==> config.mk <==
export PLATFORM = sky130hd
export DESIGN_NAME = camera_frame_parser
export DESIGN_NICKNAME = d
export VERILOG_FILES = /design/src/rtl/cfp_pkg.sv /design/src/rtl/cfp_front.sv /design/src/rtl/cfp_queue.sv /design/src/rtl/cfp_back.sv /design/src/rtl/camera_frame_parser.sv
export SDC_FILE = /design/constraint.sdc
export NUM_CORES = 1
export LEC_CHECK = 0
export ABC_CLOCK_PERIOD_IN_PS = 11600
export BUFFER_PORTS_ARGS = -buffer_cell sky130_fd_sc_hd__buf_2
export CORE_MARGIN = 10
export CORE_UTILIZATION = 30
export DETAILED_ROUTE_END_ITERATION = 10
export PLACE_DENSITY = 0.56
export SYNTH_ARGS = -nofsm -noshare
export SYNTH_HDL_FRONTEND = slang
export SYNTH_SLANG_ARGS = --single-unit
==> constraint.sdc <==
create_clock -name aclk -period 11.6 [get_ports aclk]
set_clock_uncertainty 0.1 [all_clocks]
set_input_delay 2.32 -clock aclk [delete_from_list [all_inputs] [get_ports aclk]]
set_output_delay 2.32 -clock aclk [all_outputs]
set_load 0.005 [all_outputs]
==> src/rtl/cfp_pkg.sv <==
// Package for the camera frame parser: frame constants, widths and the
// record that travels from the frame front end to the result back end.
// No dependencies.
package cfp_pkg;

    // Frame framing bytes and the command code that yields a result.
    localparam logic [7:0] HDR_BYTE  = 8'hEF;
    localparam logic [7:0] TAIL_BYTE = 8'hFE;
    localparam logic [7:0] CMD_A     = 8'h41;

    // Payload bytes kept per frame; later bytes are only summed.
    localparam int         STORE_DEPTH = 7;
    localparam int         STORE_IDX_W = $clog2(STORE_DEPTH);
    localparam logic [7:0] STORE_LEN   = 8'(STORE_DEPTH);

    // Result field width and the default depth of the front-to-back queue.
    localparam int RESULT_W          = 15;
    localparam int QUEUE_DEPTH_DEF   = 2;

    // Stored payload bytes 1 to 6 of a good frame, element 0 is byte 1.
    typedef logic [5:0][7:0] cfp_digits_t;

endpackage

==> src/rtl/cfp_front.sv <==
// Frame front end: hunts for the header, tracks length, sum and tail, keeps
// the first payload bytes and pushes a record for each good 'A' frame.
// Depends on cfp_pkg.
module cfp_front (
    input  logic                aclk,
    input  logic                aresetn,
    input  logic                byte_valid,
    input  logic [7:0]          rx_byte,
    output logic                push,
    output cfp_pkg::cfp_digits_t push_digits
);
    import cfp_pkg::*;

    // Phase codes.
    localparam logic [2:0] PH_HUNT = 3'd0;
    localparam logic [2:0] PH_LEN  = 3'd1;
    localparam logic [2:0] PH_DATA = 3'd2;
    localparam logic [2:0] PH_SUM  = 3'd3;
    localparam logic [2:0] PH_TAIL = 3'd4;

    logic [2:0] phase_reg, phase_next;
    logic [7:0] frame_length_reg, frame_length_next;
    logic [7:0] byte_count_reg, byte_count_next;
    logic [7:0] running_sum_reg, running_sum_next;
    logic [7:0] store_reg [STORE_DEPTH];
    logic       store_we;

    // Phase sequencing on each accepted byte.
    always_comb begin
        phase_next        = phase_reg;
        frame_length_next = frame_length_reg;
        byte_count_next   = byte_count_reg;
        running_sum_next  = running_sum_reg;
        push              = 1'b0;
        store_we          = 1'b0;
        if (byte_valid) begin
            case (phase_reg)
                PH_HUNT: begin
                    if (rx_byte == HDR_BYTE) begin
                        phase_next = PH_LEN;
                    end
                end
                PH_LEN: begin
                    running_sum_next  = 8'd0;
                    frame_length_next = rx_byte;
                    byte_count_next   = 8'd0;
                    phase_next        = PH_DATA;
                end
                PH_DATA: begin
                    store_we         = (byte_count_reg < STORE_LEN);
                    running_sum_next = running_sum_reg + rx_byte;
                    byte_count_next  = byte_count_reg + 8'd1;
                    if (byte_count_next >= frame_length_reg) begin
                        phase_next = PH_SUM;
                    end
                end
                PH_SUM: begin
                    phase_next = (rx_byte == running_sum_reg) ? PH_TAIL : PH_HUNT;
                end
                PH_TAIL: begin
                    push       = (rx_byte == TAIL_BYTE) && (store_reg[0] == CMD_A);
                    phase_next = PH_HUNT;
                end
                default: begin
                    phase_next = PH_HUNT;
                end
            endcase
        end
    end

    // Control state.
    always_ff @(posedge aclk) begin
        if (!aresetn) begin
            phase_reg        <= PH_HUNT;
            frame_length_reg <= 8'd0;
            byte_count_reg   <= 8'd0;
            running_sum_reg  <= 8'd0;
        end else begin
            phase_reg        <= phase_next;
            frame_length_reg <= frame_length_next;
            byte_count_reg   <= byte_count_next;
            running_sum_reg  <= running_sum_next;
        end
    end

    // Payload store, cleared at reset and kept across frames.
    always_ff @(posedge aclk) begin
        if (!aresetn) begin
            for (int i = 0; i < STORE_DEPTH; i++) begin
                store_reg[i] <= 8'd0;
            end
        end else if (store_we) begin
            store_reg[byte_count_reg[STORE_IDX_W-1:0]] <= rx_byte;
        end
    end

    // Bytes 1 to 6 form the record handed to the back end.
    always_comb begin
        for (int i = 0; i < 6; i++) begin
            push_digits[i] = store_reg[i+1];
        end
    end

endmodule

==> src/rtl/cfp_queue.sv <==
// Short queue between the frame front end and the result back end.
// Depends on cfp_pkg.
module cfp_queue #(
    parameter int DEPTH = cfp_pkg::QUEUE_DEPTH_DEF
) (
    input  logic                          aclk,
    input  logic                          aresetn,
    input  logic                          push,
    input  cfp_pkg::cfp_digits_t          push_digits,
    input  logic                          pop,
    output cfp_pkg::cfp_digits_t          head_digits,
    output logic [$clog2(DEPTH+1)-1:0]    count
);
    import cfp_pkg::*;

    localparam int AW = (DEPTH > 1) ? $clog2(DEPTH) : 1;
    localparam int CW = $clog2(DEPTH + 1);

    cfp_digits_t    mem [DEPTH];
    logic [AW-1:0]  wr_ptr_reg, wr_ptr_next;
    logic [AW-1:0]  rd_ptr_reg, rd_ptr_next;
    logic [CW-1:0]  count_reg, count_next;

    // Pointer advance with wrap at any depth.
    always_comb begin
        wr_ptr_next = wr_ptr_reg;
        rd_ptr_next = rd_ptr_reg;
        count_next  = count_reg;
        if (push) begin
            wr_ptr_next = (wr_ptr_reg == AW'(DEPTH - 1)) ? '0 : wr_ptr_reg + 1'b1;
        end
        if (pop) begin
            rd_ptr_next = (rd_ptr_reg == AW'(DEPTH - 1)) ? '0 : rd_ptr_reg + 1'b1;
        end
        if (push && !pop) begin
            count_next = count_reg + 1'b1;
        end else if (pop && !push) begin
            count_next = count_reg - 1'b1;
        end
    end

    always_ff @(posedge aclk) begin
        if (!aresetn) begin
            wr_ptr_reg <= '0;
            rd_ptr_reg <= '0;
            count_reg  <= '0;
        end else begin
            wr_ptr_reg <= wr_ptr_next;
            rd_ptr_reg <= rd_ptr_next;
            count_reg  <= count_next;
        end
    end

    // Entry storage.
    always_ff @(posedge aclk) begin
        if (push) begin
            mem[wr_ptr_reg] <= push_digits;
        end
    end

    assign head_digits = mem[rd_ptr_reg];
    assign count       = count_reg;

endmodule

==> src/rtl/cfp_back.sv <==
// Result back end: weighs the stored digits of one queued frame and holds
// the result in an output register until the consumer takes it.
// Depends on cfp_pkg.
module cfp_back (
    input  logic                 aclk,
    input  logic                 aresetn,
    input  logic                 head_valid,
    input  cfp_pkg::cfp_digits_t head_digits,
    output logic                 pop,
    output logic                 m_tvalid,
    input  logic                 m_tready,
    output logic [31:0]          m_tdata     // [14:0] target_width, [29:15] target_location
);
    import cfp_pkg::*;

    logic                m_tvalid_reg, m_tvalid_next;
    logic [RESULT_W-1:0] width_reg, width_next;
    logic [RESULT_W-1:0] location_reg, location_next;

    // Three bytes weighted 100, 10 and 1; the largest sum fits in 15 bits.
    function automatic logic [RESULT_W-1:0] weigh3(input logic [7:0] a,
                                                    input logic [7:0] b,
                                                    input logic [7:0] c);
        logic [RESULT_W-1:0] sum;
        sum = RESULT_W'(a) * RESULT_W'(100) + RESULT_W'(b) * RESULT_W'(10) + RESULT_W'(c);
        return sum;
    endfunction

    // Take the next record whenever the output register is free or draining.
    assign pop = head_valid && (!m_tvalid_reg || m_tready);

    always_comb begin
        m_tvalid_next = m_tvalid_reg;
        width_next    = width_reg;
        location_next = location_reg;
        if (pop) begin
            m_tvalid_next = 1'b1;
            width_next    = weigh3(head_digits[0], head_digits[1], head_digits[2]);
            location_next = weigh3(head_digits[3], head_digits[4], head_digits[5]);
        end else if (m_tready) begin
            m_tvalid_next = 1'b0;
        end
    end

    always_ff @(posedge aclk) begin
        if (!aresetn) begin
            m_tvalid_reg <= 1'b0;
        end else begin
            m_tvalid_reg <= m_tvalid_next;
        end
    end

    always_ff @(posedge aclk) begin
        width_reg    <= width_next;
        location_reg <= location_next;
    end

    assign m_tvalid = m_tvalid_reg;
    assign m_tdata  = {2'b00, location_reg, width_reg};

endmodule

==> src/rtl/camera_frame_parser.sv <==
// Camera frame parser: byte-serial frame receiver with an 8-bit sum check.
// Throughput: one byte transfer per cycle; the input stalls only while the
// front-to-back queue is full. After the transfer of the tail byte of a good
// 'A' frame, the record is written into the queue and, once the output
// register is free or draining, weighed into the output register, which
// raises m_tvalid. Reset (aresetn low, synchronous) returns to header hunt,
// clears the payload store, queue and output valid.
module camera_frame_parser #(
    parameter int QUEUE_DEPTH = cfp_pkg::QUEUE_DEPTH_DEF
) (
    input  logic        aclk,
    input  logic        aresetn,
    input  logic        s_tvalid,
    output logic        s_tready,
    input  logic [7:0]  s_tdata,    // [7:0] rx_byte
    output logic        m_tvalid,
    input  logic        m_tready,
    output logic [31:0] m_tdata     // [14:0] target_width, [29:15] target_location
);
    import cfp_pkg::*;

    localparam int CW = $clog2(QUEUE_DEPTH + 1);

    logic           byte_valid;
    logic           push;
    logic           pop;
    cfp_digits_t    push_digits;
    cfp_digits_t    head_digits;
    logic [CW-1:0]  q_count;

    // A byte is taken whenever the queue has room for a possible result.
    assign s_tready   = (q_count != CW'(QUEUE_DEPTH));
    assign byte_valid = s_tvalid && s_tready;

    cfp_front u_front (
        .aclk        (aclk),
        .aresetn     (aresetn),
        .byte_valid  (byte_valid),
        .rx_byte     (s_tdata),
        .push        (push),
        .push_digits (push_digits)
    );

    cfp_queue #(
        .DEPTH (QUEUE_DEPTH)
    ) u_queue (
        .aclk        (aclk),
        .aresetn     (aresetn),
        .push        (push),
        .push_digits (push_digits),
        .pop         (pop),
        .head_digits (head_digits),
        .count       (q_count)
    );

    cfp_back u_back (
        .aclk        (aclk),
        .aresetn     (aresetn),
        .head_valid  (q_count != '0),
        .head_digits (head_digits),
        .pop         (pop),
        .m_tvalid    (m_tvalid),
        .m_tready    (m_tready),
        .m_tdata     (m_tdata)
    );

    // The queue never holds more records than its depth.
    assert property (@(posedge aclk) disable iff (!aresetn)
        q_count <= CW'(QUEUE_DEPTH))
        else $error("queue count exceeds depth");

    // A result is only pushed for an accepted byte, never into a full queue.
    assert property (@(posedge aclk) disable iff (!aresetn)
        push |-> byte_valid && (q_count != CW'(QUEUE_DEPTH)))
        else $error("push without an accepted byte or into a full queue");

    // A record pushed with nothing popped raises the queue count by one.
    assert property (@(posedge aclk) disable iff (!aresetn)
        push && !pop |=> q_count == $past(q_count) + 1'b1)
        else $error("queue count did not follow a push");

    // A pop needs a waiting record and leads to a valid result next cycle.
    assert property (@(posedge aclk) disable iff (!aresetn)
        pop |-> (q_count != '0) ##1 m_tvalid)
        else $error("pop from empty queue or result not presented");

endmodule
# Yosys cells after proc, flatten, opt, wreduce, memory -nomap -nowiden
# Memory sizes are Yosys's and may differ from the RTL's. A register that Yosys moved wholly into a read port is not among the register bits.
# Index checks and enable logic that the tools add are counted.
[totals]
ff_bits = 62
latch_bits = 0
ram_bits = 152
romBits = 0
in_bits = 12
output_inout_bits = 34
wordCells = 84
memories = 2
[op_classes]
add_sub_neg = 10
mul = 4
div = 0
n_lt_le_gt_ge = 2
eq_ne = 11
shift = 0
mux = 27
bitwise_logic = 0
n_reduce_logical = 18
[memory_table]
columns = ["name", "words", "word_bits", "read_ports", "rd_clocked_by_memory_dff", "wr", "line", "rtl"]
rows = [
  ["u_queue.mem", 2, 48, 1, 1, 1, "cfp_queue.sv:19", "cfp_digits_t mem [DEPTH];"],
  ["u_front.store_reg", 7, 8, 7, 0, 7, "cfp_front.sv:25", "logic [7:0] store_reg [STORE_DEPTH];"],
]
[op_table]
columns = ["cell", "n"]
rows = [
  ["8-bit case mux with 2 select lines", 2],
  ["15-bit by 12-bit adder with 15-bit output", 2],
  ["15-bit by 8-bit adder with 15-bit output", 2],
  ["8-bit by 5-bit multiplier with 13-bit output, second input constant", 2],
  ["8-bit by 3-bit multiplier with 11-bit output, second input constant", 2],
  ["1-bit two-way mux", 17],
  ["8-bit equality test, second input constant", 2],
  ["3-bit two-way mux", 4],
  ["3-bit case mux with 4 select lines", 1],
  ["8-bit by 1-bit adder with 8-bit output, second input constant", 1],
  ["8-bit adder", 1],
  ["8-bit by 7-bit equality test with 1-bit output, second input constant", 1],
  ["8-bit equality test", 1],
  ["8-bit >= comparator", 1],
  ["8-bit by 3-bit less-than comparator with 1-bit output, second input constant", 1],
  ["8-bit two-way mux", 1],
  ["2-bit nonzero test", 4],
  ["8-bit OR reduction", 1],
  ["3-bit by 2-bit equality test with 1-bit output, second input constant", 2],
  ["1-bit logical AND", 5],
  ["2-bit two-way mux", 2],
  ["2-bit by 1-bit inequality test with 1-bit output, second input constant", 2],
  ["2-bit AND reduction", 2],
  ["3-bit by 1-bit equality test with 1-bit output, second input constant", 1],
  ["9 further kinds", 12],
]

# Logic depth before layout (Yosys ltp)
# Gate-level depths: netlist of run 1.
# An unclocked memory read counts as a cell.
[logic_depth]
depth_word = 9
ltp_mapped = 21

# By module
# A second synthesis of run 1 with hierarchy kept.
[unflattened]
hier_cells = 974
hier_area_um2 = 12151.7
[modules_own_cells]
columns = ["mod", "n_inst", "cells_each", "area_per_inst_um2"]
rows = [
  ["cfp_back", 1, 440, 4372.9],
  ["cfp_front", 1, 362, 4001.3],
  ["cfp_queue", 1, 169, 3748.6],
  ["camera_frame_parser", 1, 3, 28.8],
]

# Least setup slack after synthesis of run 1
# No wires, ideal clock.
[synth_timing]
kind = "input -> register"
start = "input s_tdata[0]"
end = "memory u_queue.mem[0][0] (netlist bit), enable pin"
setup_ps = 460
t_arrival_ps = 5405
t_required_ps = 11040
slack_ps = 5634
cell_stages = 4
path_cell_list = "nor4_1 -> nand4_1 -> nor4b_1 -> nor2b_1"
[synth_via]
elab_chain_len = 6
[synth_lines]
columns = ["item", "line", "rtl"]
rows = [
  ["start, declared", "camera_frame_parser.sv:15", "input logic [7:0] s_tdata,"],
  ["8-bit equality test", "cfp_front.sv:61", "push = (rx_byte == TAIL_BYTE) && (store_reg[0] == CMD_A);"],
  ["1-bit logical AND", "cfp_front.sv:61", ""],
  ["1-bit two-way mux", "cfp_front.sv:37", "case (phase_reg)"],
  ["1-bit two-way mux", "cfp_front.sv:36", "if (byte_valid) begin"],
  ["named net push", "camera_frame_parser.sv:25", "logic push;"],
  ["1-bit two-way mux", "cfp_queue.sv:56", "if (push) begin"],
  ["1-bit two-way mux (not written as such)", "cfp_queue.sv:57", "mem[wr_ptr_reg] <= push_digits;"],
  ["end, declared", "cfp_queue.sv:19", ""],
]
# The timed path passes the listed nets, and every way through them passes these cells.

==> key figures, run 1 <==
Route
  – DR top layer: met4
  – Routed met3 length: about 1100 um
  – Routed WL: about 24,000 um
  – Via count: ~7,100
  – Starting DRC count in detailed routing: between 200 and 300
  – M1 WL: between 10,000 and 15,000 um
  – Pre-antenna DRT Iters: 4
  – Wire per inst: about 15 um
  – Via/cell ratio: between 4 and 5
  – Met2 WL: about 11,000 um
  – DRC: 0
  – Remaining antenna violation count: 0

Layout
  – Area Growth Syn to Fin: 14.2%
  – Commonest cells after routing, fill and taps aside: 174 x edfxtp_1, 130 x ha_1, 72 x inv_1
  – Inserted Diodes: 0
  – Commonest non-fill, non-tap cell in the layout: edfxtp_1
  – NumNets Final: approximately 1,200
  – Share of layout cells above drive strength 1: between 10 and 15%
  – # fillers: between 3,000 and 4,000
  – Final instance area: between 10,000 and 15,000 sq um
  – Max FFs per register: 96

CTS
  – CTS tree: yes
  – H-tree Lvls: 1
  – Max clock buf depth: 3
  – Clock sink total: roughly 220
  – Worst skew pair latency: approximately 0.52 ns
  – CTS Root Cell: clkbuf_16
  – CTS clk-pin slew, worst paths: ~0.06 ns
  – Post-CTS Hold Fix Bufs: 0
  – Cts bufs inserted: 25
  – PostCTS Resize Cnt: 0
  – Post-CTS setup buffer count: 0

Synthesis
  – Ys async rst share: 0%
  – Mean Syn Cell Area: 12.4 sq um
  – Post-synthesis cell type count: 59
  – Most used flip-flop cell after synthesis: edfxtp_1
  – Ys Warns: 0
  – EDFF count, synth: between 150 and 200
  – Area contributors post-synth: edfxtp_1 44%, ha_1 14%, dfxtp_1 6.9%
  – Area leader, netlist: edfxtp_1
  – Post-synth top area share: ~44%
  – Sequential area share after synthesis: roughly half
  – Post-Syn Instances: 958
  – Mapped Area: between 10,000 and 15,000 sq um
  – #FFs+latches synth: 215

Timing
  – Minimum clock period: roughly 5.3 ns
  – Setup TNS: 0 ns
  – Worst slew margin: 21.3%
  – Fin. Hold Viols: 0
  – Final period util: between 40 and 50%
  – RSZ-0062 raised after global routing: false
  – Actual slew at the worst max-slew pin: between 1 and 1.5 ns
  – Max Slew Vio Count: 0
  – Setup violations, final: 0
  – Max Freq: around 0.19 GHz

Global route
  – GRT Util Overall: ~10%
  – Largest net degree at the start of global routing: 56
  – First-pass GRT wire length: roughly 39,000 um
  – GR Overflow Total: 0
  – Initial antenna violation count: 0
  – Vias in the first global route: around 7,300

Floorplanning
  – Cell Rows: 72
  – Starting Density: just over 30%
  – # IOs: 46
  – Die Ht: roughly 220 um
  – Die W: 219 um
  – Die area: between 40,000 and 50,000 sq um
  – Core ar.: ~39,000 sq um

Worst setup path
  – CP peak stage delay: ~0.57 ns
  – R2R cell count: 17
  – Critical-path cell list: buf_4 > mux2i_1 > inv_1 > ha_1 > ha_1 > ha_1 > fa_1 > inv_1 > fa_1 > inv_1 > ha_1 > nand3_1 > a21oi_1 > nor3_1 > o31ai_1 > nand3_1 > xnor2_1
  – WP data required: between 10 and 15 ns
  – R2R Setup Slk: approximately 6.3 ns
  – Worst setup SP type: register
  – Crit path top cell by count: ha_1
  – Critical path class: reg2reg
  – Critical Path End Type: register
  – Slowest cell on crit path: buf_4
  – Crit path DAT: between 5 and 6 ns
  – CP max FO: 39

Placed design
  – Post-DP HPWL: roughly 17,000 um
  – Routability cong.: slightly below 0.8
  – Port bufs: 43
  – Area after DPL: 12,700 sq um

Flow run
  – Max cap viols: 0

Worst hold path
  – HP Class: reg2reg
  – Hold depth: 0

Run status
  – Outcome: completed
## critical path, delay by kind of cell (launching register included)
family                     cells  cell delay, ns
adders and majority gates      6            2.30
muxes                          1            0.37
xor gates and xnor gates       1            0.14
and+or+nand+nor                3            0.35
AOI/OAI and AO/OA              2            0.50
buffers and inverters          4            0.77
DFF                            1            0.49
## kinds of logic after synthesis
| family | share of synthesized area, % |
|---|---|
| AO/OA/AOI/OAI | 7.55 |
| XOR/XNOR | 4.11 |
| adder cells (fa/ha/maj) | 17.5 |
| buffers and inverters | 3.19 |
| flip-flops | 50.7 |
| multiplexers | 6.04 |
| other | 0.0315 |
| AND/OR/NAND/NOR | 10.9 |
## metrics by stage
stage	setup WS, ns	util [%]	hold slack (ns)	std cells
final	6.32	34.9	0.345	1546
after global routing	5.87	34.9	0.357	1546
after CTS	6.25	34.9	0.346	1546
after detailed placement	6.28	32.7	0.331	1501
after global placement	6.27	32.7	0.323	1501
after floorplan	5.63	-	0.321	959
## final timing paths
| kind | startpoint | endpoint |
|---|---|---|
| max | register | u_back.width_reg[14]$_DFFE_PP_ |
| min | u_front.store_reg[3][4]$_SDFFCE_PN0P_ | u_queue.mem[0][20]$_DFFE_PP_ |
| max reg2reg | register | u_back.width_reg[14]$_DFFE_PP_ |
| min reg2reg | u_front.store_reg[3][4]$_SDFFCE_PN0P_ | u_queue.mem[0][20]$_DFFE_PP_ |
## layout make-up
| cell class | count | area (sq um) | area share, % |
|---|---|---|---|
| Clock buffer | 31 | 678 | 4.98 |
| Clock inverter | 14 | 188 | 1.38 |
| Inverter | 72 | 270 | 1.98 |
| Multi-Input combinational cell | 646 | 5520 | 40.5 |
| Sequential cell | 215 | 6050 | 44.4 |
| Tap cell | 518 | 648 | 4.76 |
| Timing Repair Buffer | 50 | 268 | 1.97 |
## cells in the mapped netlist (5+ instances only)
library cell	count
nor2b_1	27
nor3_1	10
nand4_1	5
dfxtp_1	41
o31ai_1	5
o21bai_1	8
nand3_1	22
nor4_1	5
edfxtp_1	174
inv_1	72
and2_1	57
xnor2_1	40
clkbuf_1	19
fa_1	23
nor2_1	28
xor2_1	16
a21o_1	16
a21oi_1	44
nand2_1	30
and3_1	6
a211o_1	5
mux2i_1	36
o21ai_0	21
o21a_1	9
nand2b_1	11
a21boi_0	9
ha_1	130
mux2_2	32
## metal layers
layer / up-vias / global-route usage [%]
li1: 3569 / -
met1: 3353 / 13.2
met2: 107 / 16.5
met3: 25 / 1.77
met4: 0 / 2.69
met5: - / 0
Power of run 1 is left out: the tool's default activity adds up to more than one toggle a clock period on the data nets, which glitch-free logic cannot reach.
==> run 2: changes to the inputs <==
--- a/config.mk
+++ b/config.mk
@@ -5,12 +5,13 @@
 export SDC_FILE = /design/constraint.sdc
 export NUM_CORES = 1
 export LEC_CHECK = 0
-export ABC_CLOCK_PERIOD_IN_PS = 11600
+export ABC_AREA = 1
+export ABC_CLOCK_PERIOD_IN_PS = 4500
 export BUFFER_PORTS_ARGS = -buffer_cell sky130_fd_sc_hd__buf_2
 export CORE_MARGIN = 10
 export CORE_UTILIZATION = 30
 export DETAILED_ROUTE_END_ITERATION = 10
-export PLACE_DENSITY = 0.56
+export PLACE_DENSITY = 0.57
 export SYNTH_ARGS = -nofsm -noshare
 export SYNTH_HDL_FRONTEND = slang
 export SYNTH_SLANG_ARGS = --single-unit
==> constraint.sdc (replaced) <==
create_clock -name aclk -period 4.5 [get_ports aclk]
set_clock_uncertainty 0.1 [all_clocks]
set_input_delay 0.9 -clock aclk [delete_from_list [all_inputs] [get_ports aclk]]
set_output_delay 0.9 -clock aclk [all_outputs]
set_load 0.005 [all_outputs]
==> run 2 against run 1 <==
Effect of this change:
- sequential share of layout area shrank 0.83 points
- sequential cell count stayed put
- routed wire length is essentially flat
- synthesized area shrank 0.63%
- critical path type unchanged
- critical endpoint is now u_back.location_reg[13]$_DFFE_PP_
==> key figures, run 2 <==
Timing
  – Worst slew margin: 32.9% (was 21.3%)
  – Setup violations, final: 0 (unchanged)
  – Actual slew at the worst max-slew pin: 0.997 ns (was 1.18 ns)
  – Fin. Hold Viols: 0 (unchanged)
  – RSZ-0062 raised after global routing: true (was false)
  – Max Freq: 0.230 GHz (was 0.189 GHz)
  – Minimum clock period: 4.35 ns (was 5.28 ns)
  – Worst hold slack: 0.331 ns (was 0.345 ns)
  – Final period util: 96.6% (was 45.5%)
  – Max Slew Vio Count: 0 (unchanged)

Synthesis
  – Post-synthesis cell type count: 39 (was 59)
  – Area contributors post-synth: edfxtp_1 44%, ha_1 14%, dfxtp_1 6.9% (unchanged)
  – Ys Warns: 0 (unchanged)
  – Most frequent cell after synthesis: edfxtp_1 (unchanged)
  – Post-Syn Instances: 1,099 (was 958)
  – Mapped Area: 11,800 sq um (was 11,900 sq um)
  – Area leader, netlist: edfxtp_1 (unchanged)
  – Mean Syn Cell Area: 10.8 sq um (was 12.4 sq um)
  – Post-synth top area share: 44.1% (was 43.8%)
  – #FFs+latches synth: 215 (unchanged)
  – Sequential area share after synthesis: 51.0% (was 50.7%)
  – Ys async rst share: 0% (unchanged)
  – Commonest cells post-synth: 174 x edfxtp_1, 152 x nand2_1, 149 x inv_1 (was 174 x edfxtp_1, 130 x ha_1, 72 x inv_1)
  – EDFF count, synth: 174 (unchanged)
  – Most used flip-flop cell after synthesis: edfxtp_1 (unchanged)

CTS
  – CTS Root Cell: clkbuf_16 (unchanged)
  – Post-CTS Hold Fix Bufs: 0 (unchanged)
  – Clock sink total: 215 (unchanged)
  – H-tree Lvls: 1 (unchanged)
  – CTS clk-pin slew, worst paths: 0.06 ns (about the same)
  – CTS tree: yes (unchanged)
  – Worst skew pair latency: 0.55 ns (was 0.52 ns)
  – Max clock buf depth: 3 (unchanged)
  – Cts bufs inserted: 26 (was 25)

Layout
  – Final Core Density: 35.8% (was 34.9%)
  – Max FFs per register: 96 (unchanged)
  – Final instance area: 13,900 sq um (was 13,600 sq um)
  – Multi-input gate area: 5290 sq um (was 5520 sq um)
  – Share of layout cells above drive strength 1: 15.2% (was 13.5%)
  – # fillers: 3,849 (was 3,826)
  – Inserted Diodes: 0 (unchanged)
  – Commonest cells after routing, fill and taps aside: 174 x edfxtp_1, 150 x nand2_1, 148 x inv_1 (was 174 x edfxtp_1, 130 x ha_1, 72 x inv_1)
  – Commonest non-fill, non-tap cell in the layout: edfxtp_1 (unchanged)
  – Area Growth Syn to Fin: 17.2% (was 14.2%)
  – Sequential cell area: 6050 sq um (about the same)
  – Final std cells w/o fill: 1,721 (was 1,546)
  – NumNets Final: 1,348 (was 1,175)

Flow run
  – Max cap viols: 0 (unchanged)

Route
  – Starting DRC count in detailed routing: 330 (was 277)
  – Via/cell ratio: 4.44 (was 4.56)
  – Via count: 7,636 (was 7,054)
  – Routed WL: 23,800 um (about the same)
  – Remaining antenna violation count: 0 (unchanged)
  – Pre-antenna DRT Iters: 5 (was 4)
  – DRC: 0 (unchanged)
  – Wire per inst: 13.8 um (was 15.4 um)

Run status
  – Outcome: completed (unchanged)

Worst setup path
  – CP max FO: 8 (was 39)
  – Cell family with most CP delay: adder cells (unchanged)
  – Critical-path cell list: mux2_2 > ha_1 > ha_1 > fa_1 > ha_4 > a21oi_2 > nand2_2 > a21oi_2 > xor2_1 > ha_1 > ha_1 > nand2_1 > nor2_1 > nand3_1 > nand4_1 > xor2_1 (was buf_4 > mux2i_1 > inv_1 > ha_1 > ha_1 > ha_1 > fa_1 > inv_1 > fa_1 > inv_1 > ha_1 > nand3_1 > a21oi_1 > nor3_1 > o31ai_1 > nand3_1 > xnor2_1)
  – CP bufs+invs: 0 (was 4)
  – Crit path top cell by count: ha_1 (unchanged)
  – Critical Path End Type: register (unchanged)
  – WP data required: 4.67 ns (was 11.78 ns)
  – CP peak stage delay: 0.57 ns (about the same)
  – Worst setup SP type: register (unchanged)
  – Crit path DAT: 4.51 ns (was 5.46 ns)
  – R2R Setup Slk: 0.15 ns (was 6.32 ns)
  – Slowest cell on crit path: fa_1 (was buf_4)
  – R2R cell count: 16 (was 17)
  – Critical path class: reg2reg (unchanged)
  – R2r endpoint: u_back.location_reg[13]$_DFFE_PP_ (was u_back.width_reg[14]$_DFFE_PP_)

Global route
  – GRT Util Overall: 10.0% (was 9.99%)
  – First-pass GRT wire length: 39,500 um (was 38,600 um)
  – Vias in the first global route: 7,802 (was 7,252)
  – Initial antenna violation count: 0 (unchanged)
  – Largest net degree at the start of global routing: 49 (was 56)
  – GR Overflow Total: 0 (unchanged)

Placed design
  – Routability cong.: 0.871 (was 0.769)
  – Placed insts: 1,669 (was 1,501)
  – Port bufs: 43 (unchanged)
  – Area after DPL: 12,800 sq um (was 12,700 sq um)
  – Post-DP HPWL: 17,100 um (was 16,600 um)

Floorplanning
  – Core ar.: 38,800 sq um (was 39,000 sq um)
  – Starting Density: 30.5% (was 30.6%)
  – Die area: 47,800 sq um (was 48,100 sq um)
  – # IOs: 46 (unchanged)
  – Die Ht: 219 um (about the same)
  – Die W: 219 um (about the same)
  – Cell Rows: 72 (unchanged)

Worst hold path
  – Hold Startpoint: u_front.store_reg[2][5]$_SDFFCE_PN0P_ (was u_front.store_reg[3][4]$_SDFFCE_PN0P_)
  – Min-Delay Endpoint: u_queue.mem[0][13]$_DFFE_PP_ (was u_queue.mem[0][20]$_DFFE_PP_)
  – HP Class: reg2reg (unchanged)
  – Hold depth: 0 (unchanged)
## run 2: cell count changes after synthesis, moves of 12 or more
cell	change
nand2_1	+122
inv_1	+77
nor2_1	+64
and2_1	-57
a21oi_1	+46
mux2i_1	-27
nor2b_1	-27
xnor2_1	-24
o21ai_0	+17
xor2_1	+15
a21o_1	-12
nand3_1	+12
## run 2: area by class of cell
| class | count | area share (%) |
|---|---|---|
| Tap cell | 518 | 4.67 |
| Clock inverter | 13 | 1.07 |
| Timing Repair Buffer | 73 | 3.28 |
| Multi-Input combinational cell | 715 | 38.1 |
| Clock buffer | 35 | 5.16 |
| Inverter | 152 | 4.11 |
| Sequential cell | 215 | 43.6 |
## run 2: stage by stage
stage	setup slack, ns	TNS, ns
5_1_grt	-0.0455	-0.115
4_1_cts	0.0160	0
6_report	0.151	0
2_1_floorplan	0.0481	0
3_5_place_dp	-0.0326	-0.0806
3_3_place_gp	0.0177	0
## run 2: cell families after synthesis
family	after synthesis	synth area share (%)
and+or+nand+nor	329	12.2
DFF	215	51.0
buffers and inverters	170	5.59
adders and majority gates	153	17.6
AOI/OAI and AO/OA	145	6.46
xor gates and xnor gates	47	3.47
muxes	39	3.61
other	1	0.0317
## run 2: worst max path at each step
stage / slack (ns) / to / depth (start not counted) / start
global placement: 0.02 / u_back.location_reg[12]$_DFFE_PP_ / 17 / register
finish: 0.15 / u_back.location_reg[13]$_DFFE_PP_ / 16 / register
CTS: 0.02 / u_back.location_reg[12]$_DFFE_PP_ / 18 / register
global route: -0.05 / u_back.location_reg[13]$_DFFE_PP_ / 18 / register
detailed placement: -0.03 / u_back.location_reg[12]$_DFFE_PP_ / 18 / register
floorplan: 0.05 / u_back.location_reg[12]$_DFFE_PP_ / 19 / register
## run 2: layer usage
| layer | up-vias | wire length (um) | GRT usage [%] |
|---|---|---|---|
| met5 | - | 0 | 0 |
| li1 | 3924 | - | - |
| met1 | 3537 | 11600 | 13.4 |
| met2 | 132 | 10700 | 16.0 |
| met3 | 43 | 868 | 1.81 |
| met4 | 0 | 677 | 3.17 |
## run 2: repair_timing
action,4_1_cts,5_1_grt
endpoints found under the setup margin,6,11
resized for setup,1,33
setup buffers,0,4
gates cloned,0,0
pin swaps,0,7
Power of run 2 is left out for the same reason.
